`src/hdl/hmap_pkg.sv`:
```
// Shared constants, codes and types of the linear-probing hash map.
package hmap_pkg;

    localparam int CFG_BITS           = 9;
    localparam int COUNT_BITS         = 9;
    localparam int CMD_BITS           = 2;
    localparam int STATUS_BITS        = 2;
    localparam int MARK_BITS          = 2;
    localparam int CAP_RESET          = 256;
    localparam int DEFAULT_SLOTS      = 256;
    localparam int DEFAULT_KEY_BITS   = 32;
    localparam int DEFAULT_VALUE_BITS = 32;

    typedef enum logic [CMD_BITS-1:0] {
        CMD_INSERT = 2'd0,
        CMD_LOOKUP = 2'd1,
        CMD_REMOVE = 2'd2
    } cmd_t;

    typedef enum logic [STATUS_BITS-1:0] {
        STATUS_OK     = 2'd0,
        STATUS_ABSENT = 2'd1,
        STATUS_FULL   = 2'd2
    } status_t;

    typedef enum logic [MARK_BITS-1:0] {
        MARK_EMPTY = 2'd0,
        MARK_LIVE  = 2'd1,
        MARK_TOMB  = 2'd2
    } mark_t;

    typedef enum logic [2:0] {
        S_CLEAR,
        S_IDLE,
        S_HASH,
        S_PROBE,
        S_RESP
    } state_t;

endpackage

```
`src/hdl/hmap_rem.sv`:
```
// Bit-serial remainder unit: key modulo capacity, one key bit per cycle.
module hmap_rem import hmap_pkg::*; #(
    parameter int KEY_BITS = DEFAULT_KEY_BITS,
    parameter int IDX_BITS = 8
) (
    input  logic                clk,
    input  logic                rst_n,
    input  logic                start,
    input  logic [KEY_BITS-1:0] key_in,
    input  logic [CFG_BITS-1:0] cap,
    output logic                done,
    output logic [IDX_BITS-1:0] home
);

    localparam int CNT_BITS = $clog2(KEY_BITS + 1);

    logic                busy_reg;
    logic                busy_next;
    logic                done_reg;
    logic                done_next;
    logic [CNT_BITS-1:0] cnt_reg;
    logic [CNT_BITS-1:0] cnt_next;
    logic [KEY_BITS-1:0] shift_reg;
    logic [KEY_BITS-1:0] shift_next;
    logic [CFG_BITS-1:0] rem_reg;
    logic [CFG_BITS-1:0] rem_next;
    logic [CFG_BITS:0]   trial;
    logic [CFG_BITS:0]   diff;

    // Shift in the next key bit and subtract the capacity once if it fits.
    assign trial = {rem_reg, shift_reg[KEY_BITS-1]};
    assign diff  = trial - {1'b0, cap};

    always_comb
    begin
        busy_next  = busy_reg;
        done_next  = 1'b0;
        cnt_next   = cnt_reg;
        shift_next = shift_reg;
        rem_next   = rem_reg;
        if (start)
        begin
            busy_next  = 1'b1;
            cnt_next   = '0;
            shift_next = key_in;
            rem_next   = '0;
        end
        else if (busy_reg)
        begin
            rem_next   = (trial >= {1'b0, cap}) ? diff[CFG_BITS-1:0] : trial[CFG_BITS-1:0];
            shift_next = shift_reg << 1;
            cnt_next   = cnt_reg + CNT_BITS'(1);
            if (cnt_reg == CNT_BITS'(KEY_BITS - 1))
            begin
                busy_next = 1'b0;
                done_next = 1'b1;
            end
        end
    end

    always_ff @(posedge clk or negedge rst_n)
    begin
        if (!rst_n)
        begin
            busy_reg <= 1'b0;
            done_reg <= 1'b0;
            cnt_reg  <= '0;
        end
        else
        begin
            busy_reg <= busy_next;
            done_reg <= done_next;
            cnt_reg  <= cnt_next;
        end
    end

    always_ff @(posedge clk)
    begin
        shift_reg <= shift_next;
        rem_reg   <= rem_next;
    end

    assign done = done_reg;
    assign home = IDX_BITS'(rem_reg);

    // A result only appears at the end of a running division.
    assert property (@(posedge clk) disable iff (!rst_n)
        done_reg |-> $past(busy_reg))
        else $error("remainder done without a running division");

endmodule

```
`config.mk`:
```
export PLATFORM = sky130hd
export DESIGN_NAME = hmap_rem
export DESIGN_NICKNAME = d
export VERILOG_FILES = /design/src/hdl/hmap_pkg.sv /design/src/hdl/hmap_rem.sv
export SDC_FILE = /design/constraint.sdc
export NUM_CORES = 1
export LEC_CHECK = 0
export ABC_AREA = 1
export BUFFER_PORTS_ARGS = -buffer_cell sky130_fd_sc_hd__buf_2
export CELL_PAD_IN_SITES_DETAIL_PLACEMENT = 1
export CELL_PAD_IN_SITES_GLOBAL_PLACEMENT = 2
export CORE_MARGIN = 2
export CORE_UTILIZATION = 33
export CTS_BUF_LIST = sky130_fd_sc_hd__clkbuf_2
export DETAILED_ROUTE_END_ITERATION = 6
export HOLD_SLACK_MARGIN = 0.1
export PLACE_DENSITY = 0.91
export SYNTH_ARGS = -nofsm -noshare
export SYNTH_HDL_FRONTEND = slang
export SYNTH_SLANG_ARGS = --single-unit
```
`constraint.sdc`:
```
create_clock -name clk -period 2 [get_ports clk]
set_input_delay 0.3 -clock clk [delete_from_list [all_inputs] [get_ports clk]]
set_output_delay 0.3 -clock clk [all_outputs]
set_load 0.02 [all_outputs]
```
Yosys cells after proc, flatten, opt, wreduce, memory -nomap -nowiden
Index checks and enable logic that the tools add are counted.
{"block": "word_totals", "elab_cells": 21, "ff_bits": 49}
{"block": "classes", "n_reduce_logical": 1, "eq_ne": 1, "magnitude_cmp": 1, "addsub": 2, "mux": 11}
{"op": "2-to-1 mux 32 bit", "count": 2}
{"op": "2-to-1 mux 6 bit", "count": 2}
{"op": ">= comparator 10 x 9 -> 1 bit", "count": 1}
{"op": "2-to-1 mux 9 bit", "count": 1}
{"op": "subtractor 9 bit", "count": 1}
{"op": "adder 6 x 1 -> 6 bit, second input constant", "count": 1}
{"op": "== test 6 x 5 -> 1 bit, second input constant", "count": 1}
{"op": "2-to-1 mux 1 bit", "count": 6}
{"op": "nonzero test 2 bit", "count": 1}

Longest topological paths before layout
{"block": "logic_depth", "depth_word": 4, "depth_mapped": 12}

Worst setup path before layout
OpenSTA, ideal clock, no wires.
{"block": "synth_timing", "path_type": "register -> register", "start": "reg shift_reg[31]", "end": "reg rem_reg[0]", "setup_ns": 0.160, "slack_ns": 0.265, "required_time_ns": 1.840, "path_stages_with_launch": 12, "period_less_slack_ns": 1.735, "t_arrival_ns": 1.575, "path_cell_list": "edfxtp_1 -> inv_1 -> ha_1 -> inv_1 -> fa_1 -> nand2_1 -> nand3_2 -> nand2_2 -> buf_6 -> nand3_2 -> nand3_1 -> o21ai_0"}
{"block": "synth_via", "elab_chain_len": 2, "elab_cells_between_ends": 3}
{"item": "start, declared", "line_no": "hmap_rem.sv:23", "source": "logic [KEY_BITS-1:0] shift_reg;"}
{"item": "start signal, assigned", "line_no": "hmap_rem.sv:79", "source": "shift_reg <= shift_next;"}
{"item": "subtractor 9 bit / >= comparator 10 x 9 -> 1 bit (equally long branches)", "line_no": "hmap_rem.sv:32, hmap_rem.sv:50"}
{"item": "2-to-1 mux 9 bit (*)", "line_no": "hmap_rem.sv:50", "source": "rem_next = (trial >= {1'b0, cap}) ? diff[CFG_BITS-1:0] : trial[CFG_BITS-1:0];"}
{"item": "end signal, assigned", "line_no": "hmap_rem.sv:80", "source": "rem_reg <= rem_next;"}
{"item": "end, declared", "line_no": "hmap_rem.sv:25", "source": "logic [CFG_BITS-1:0] rem_reg;"}
Every way passes the cells marked *; elsewhere a longest branch is shown, timed or not.
A chain may end at the register's enable or synchronous reset.

Worst setup path after layout
{"block": "layout_timing", "start": "reg shift_reg[31]", "end": "reg rem_reg[6]"}
Same word-level chain as after synthesis.

==> results.py <==
metrics = {
    "power_and_ir_drop": {
        "peakVddDrop_mv": 0.321,
        "p_per_area_nw_per_um2": 927,
        "leakagePower_nw": 1.67,
    },
    "floorplanning": {
        "die_w_um": 94.3,
        "die_h_um": 94.3,
        "fp.dieArea_um2": 8890,
        "coreArea_um2": 7810,
        "io_pins": 53,
        "rows": 32,
        "start_util": 0.344,
    },
    "synth": {
        "yosys_warnings": 0,
        "netlist_top_cells_count": "nand2_1, inv_1, edfxtp_1",
        "yosysSeqAreaShare": 0.499,
        "synth_area_leaders": "edfxtp_1, nand2_1, dfrtp_1",
        "syn_area_um2": 2690,
        "synthCells": 332,
        "yosysMostFrequentCell": "nand2_1",
        "synth_async_sr_flop_share": 0.163,
        "ys_types": 29,
        "synth_top_flop_cell": "edfxtp_1",
        "avgSynthCellArea_um2": 8.10,
        "ys_ff_latch": 49,
        "synth_top_area_cell": "edfxtp_1",
        "synth_top_area_share": 0.357,
        "synth_edf_count": 32,
        "syn_nets": 387,
    },
    "flow_run": {
        "drv_cap": 0,
    },
    "grt": {
        "grtUsageTotal": 0.160,
        "grt_pass1_wl_um": 11100,
        "grt-ovfl-total": 0,
        "antenna_found_initial": 0,
        "grt_max_degree": 36,
        "grt_pass1_vias": 2375,
    },
    "place": {
        "dp_cells": 480,
        "port_buffers": 52,
        "hpwl_um": 4910,
        "gp_congestion": 0.792,
    },
    "timing": {
        "holdWs_ps": 140,
        "fin_crit_sh": 0.905,
        "fmax_ghz": 0.553,
        "relSlewSlack": 0.618,
        "finalMaxSlewViolations": 0,
        "fin_setup_tns_ps": 0,
        "final_hold_viol_count": 0,
        "finClkSkew_ps": 17.7,
        "tightest_slew_ps": 572,
        "setup_violations": 0,
        "rsz0062_at_grt": "no",
        "fin_crit_ps": 1810,
    },
    "final_layout": {
        "nets": 443,
        "final_cells": 491,
        "syn_to_final_growth_pct": 17.5,
        "layout-drive-gt1-share": 0.219,
        "largest_reg_flops": 32,
        "antenna_cells": 0,
    },
    "clock_network": {
        "htreeDepth": 2,
        "max-clock-path-buffers": 2,
        "cts_tree": "built",
        "cts_buffers": 5,
        "clock-sinks": 49,
        "clock_latency_ps": 410,
        "cts_setup_buffers": 0,
        "clk_pin_slew_ps": 240,
        "root_buffer": "clkbuf_2",
    },
    "setup_path": {
        "crit_fanout": 10,
        "cp_slowest_cell": "edfxtp_1",
        "critical_path_class": "reg -> reg",
        "cpLargestDelayFamily": "adder cells",
        "worst-path-buf-inv": 3,
        "crit_required_ps": 2320,
        "crit_arrival_ps": 2130,
        "path_cells": "inv_1, ha_1, inv_1, fa_2, nand2_2, nand3_2, nand2_2, buf_12, nand3b_1, nand3_1, nand2_1",
        "critPathCaptureType": "register",
        "cp-start-kind": "register",
        "slowest_delay_ps": 410,
    },
    "drt": {
        "first_iter_violations": 109,
        "wirelength_um": 6450,
        "antenna_left": 0,
        "drc": 0,
        "wl_per_cell_um": 13.1,
        "vias": 2241,
        "firstDrtPassIters": 4,
        "vias_per_cell": 4.56,
    },
    "status": {
        "outcome": "finished, final reports clean",
    },
    "worst_hold_path": {
        "hp-class": "in -> reg",
    },
}
[timing repair]
action,4_1_cts,5_1_grt
resized for setup,0,2
hold buffers,2,1
endpoints found under the hold margin,9,1
setup endpoints to repair,0,8
[per-layer routing]
| layer | GRT usage | share of wire |
|---|---|---|
| met3 | 0.0273 | 0.037 |
| met2 | 0.273 | 0.49 |
| met5 | 0 | 0 |
| met4 | 0.0362 | 0.0057 |
| met1 | 0.211 | 0.47 |
[cells by family (layout without fill, tap and decap cells)]
| group | Yosys count | in the layout | synth area share |
|---|---|---|---|
| DFF | 49 | 49 | 0.499 |
| buffers and inverters | 54 | 111 | 0.0926 |
| xor gates and xnor gates | 3 | 3 | 0.00977 |
| AOI/OAI and AO/OA | 18 | 18 | 0.0377 |
| adders and majority gates | 11 | 11 | 0.0540 |
| and+or+nand+nor | 197 | 197 | 0.307 |
[report_power, final]
group	switching, mW	internal [mW]
logic	0.713	0.514
clock network	0.304	0.0936
registers	0.0916	1.21
[stage by stage]
stage               power, mW  worst slack [ps]   util  instance area [um2]
floorplan                2.22               265      -                 2690
global placement         2.53               161  0.395                 3090
detailed placement       2.56               122  0.395                 3090
CTS                      2.96              84.1  0.403                 3150
global route             3.18              20.4  0.405                 3160
finish                   2.93               190  0.405                 3160
[worst paths after layout]
kind,start,end,slack (ps),cells past startpoint
hold reg to reg,cnt_reg[5],cnt_reg[5],510,1
max in group asynchronous,rst_n,cnt_reg[0],1590,2
setup / recovery,shift_reg[31],rem_reg[6],190,11
min in group asynchronous,rst_n,cnt_reg[3],220,2
setup reg to reg,shift_reg[31],rem_reg[6],190,11
hold / removal,key_in[16],shift_reg[16],140,3
[cell type report]
type                    count  area (um2)
multi-input cells         229        1100
well taps                 102         128
inverters                  37         139
flip-flops and latches     49        1340
clock inverters             1        3.75
repair buffers             66         410
fillers                   997        4650
clock buffers               7        35.0
[worst min-delay path, cell delays in order]
cell	delay (ps)
buf_2	70
nand2_1	40
nand2_1	50
[cells in the final DEF (no fill, tap or decap), types with 2 or more instances in the layout]
cell type,count
clkinv_1,2
nand2_1,143
nor2_1,13
buf_4,8
inv_1,35
o21ai_1,3
a21oi_1,7
nand3b_1,3
nor2_2,2
nand3_1,23
buf_12,3
dfxtp_1,9
o21ai_0,5
nand3_2,4
clkbuf_2,7
xnor2_1,3
buf_2,52
nor3_1,3
nand2_2,5
dfrtp_1,8
ha_1,10
edfxtp_1,32
dlygate4sd3_1,3
(Power assumes the default switching activity.)
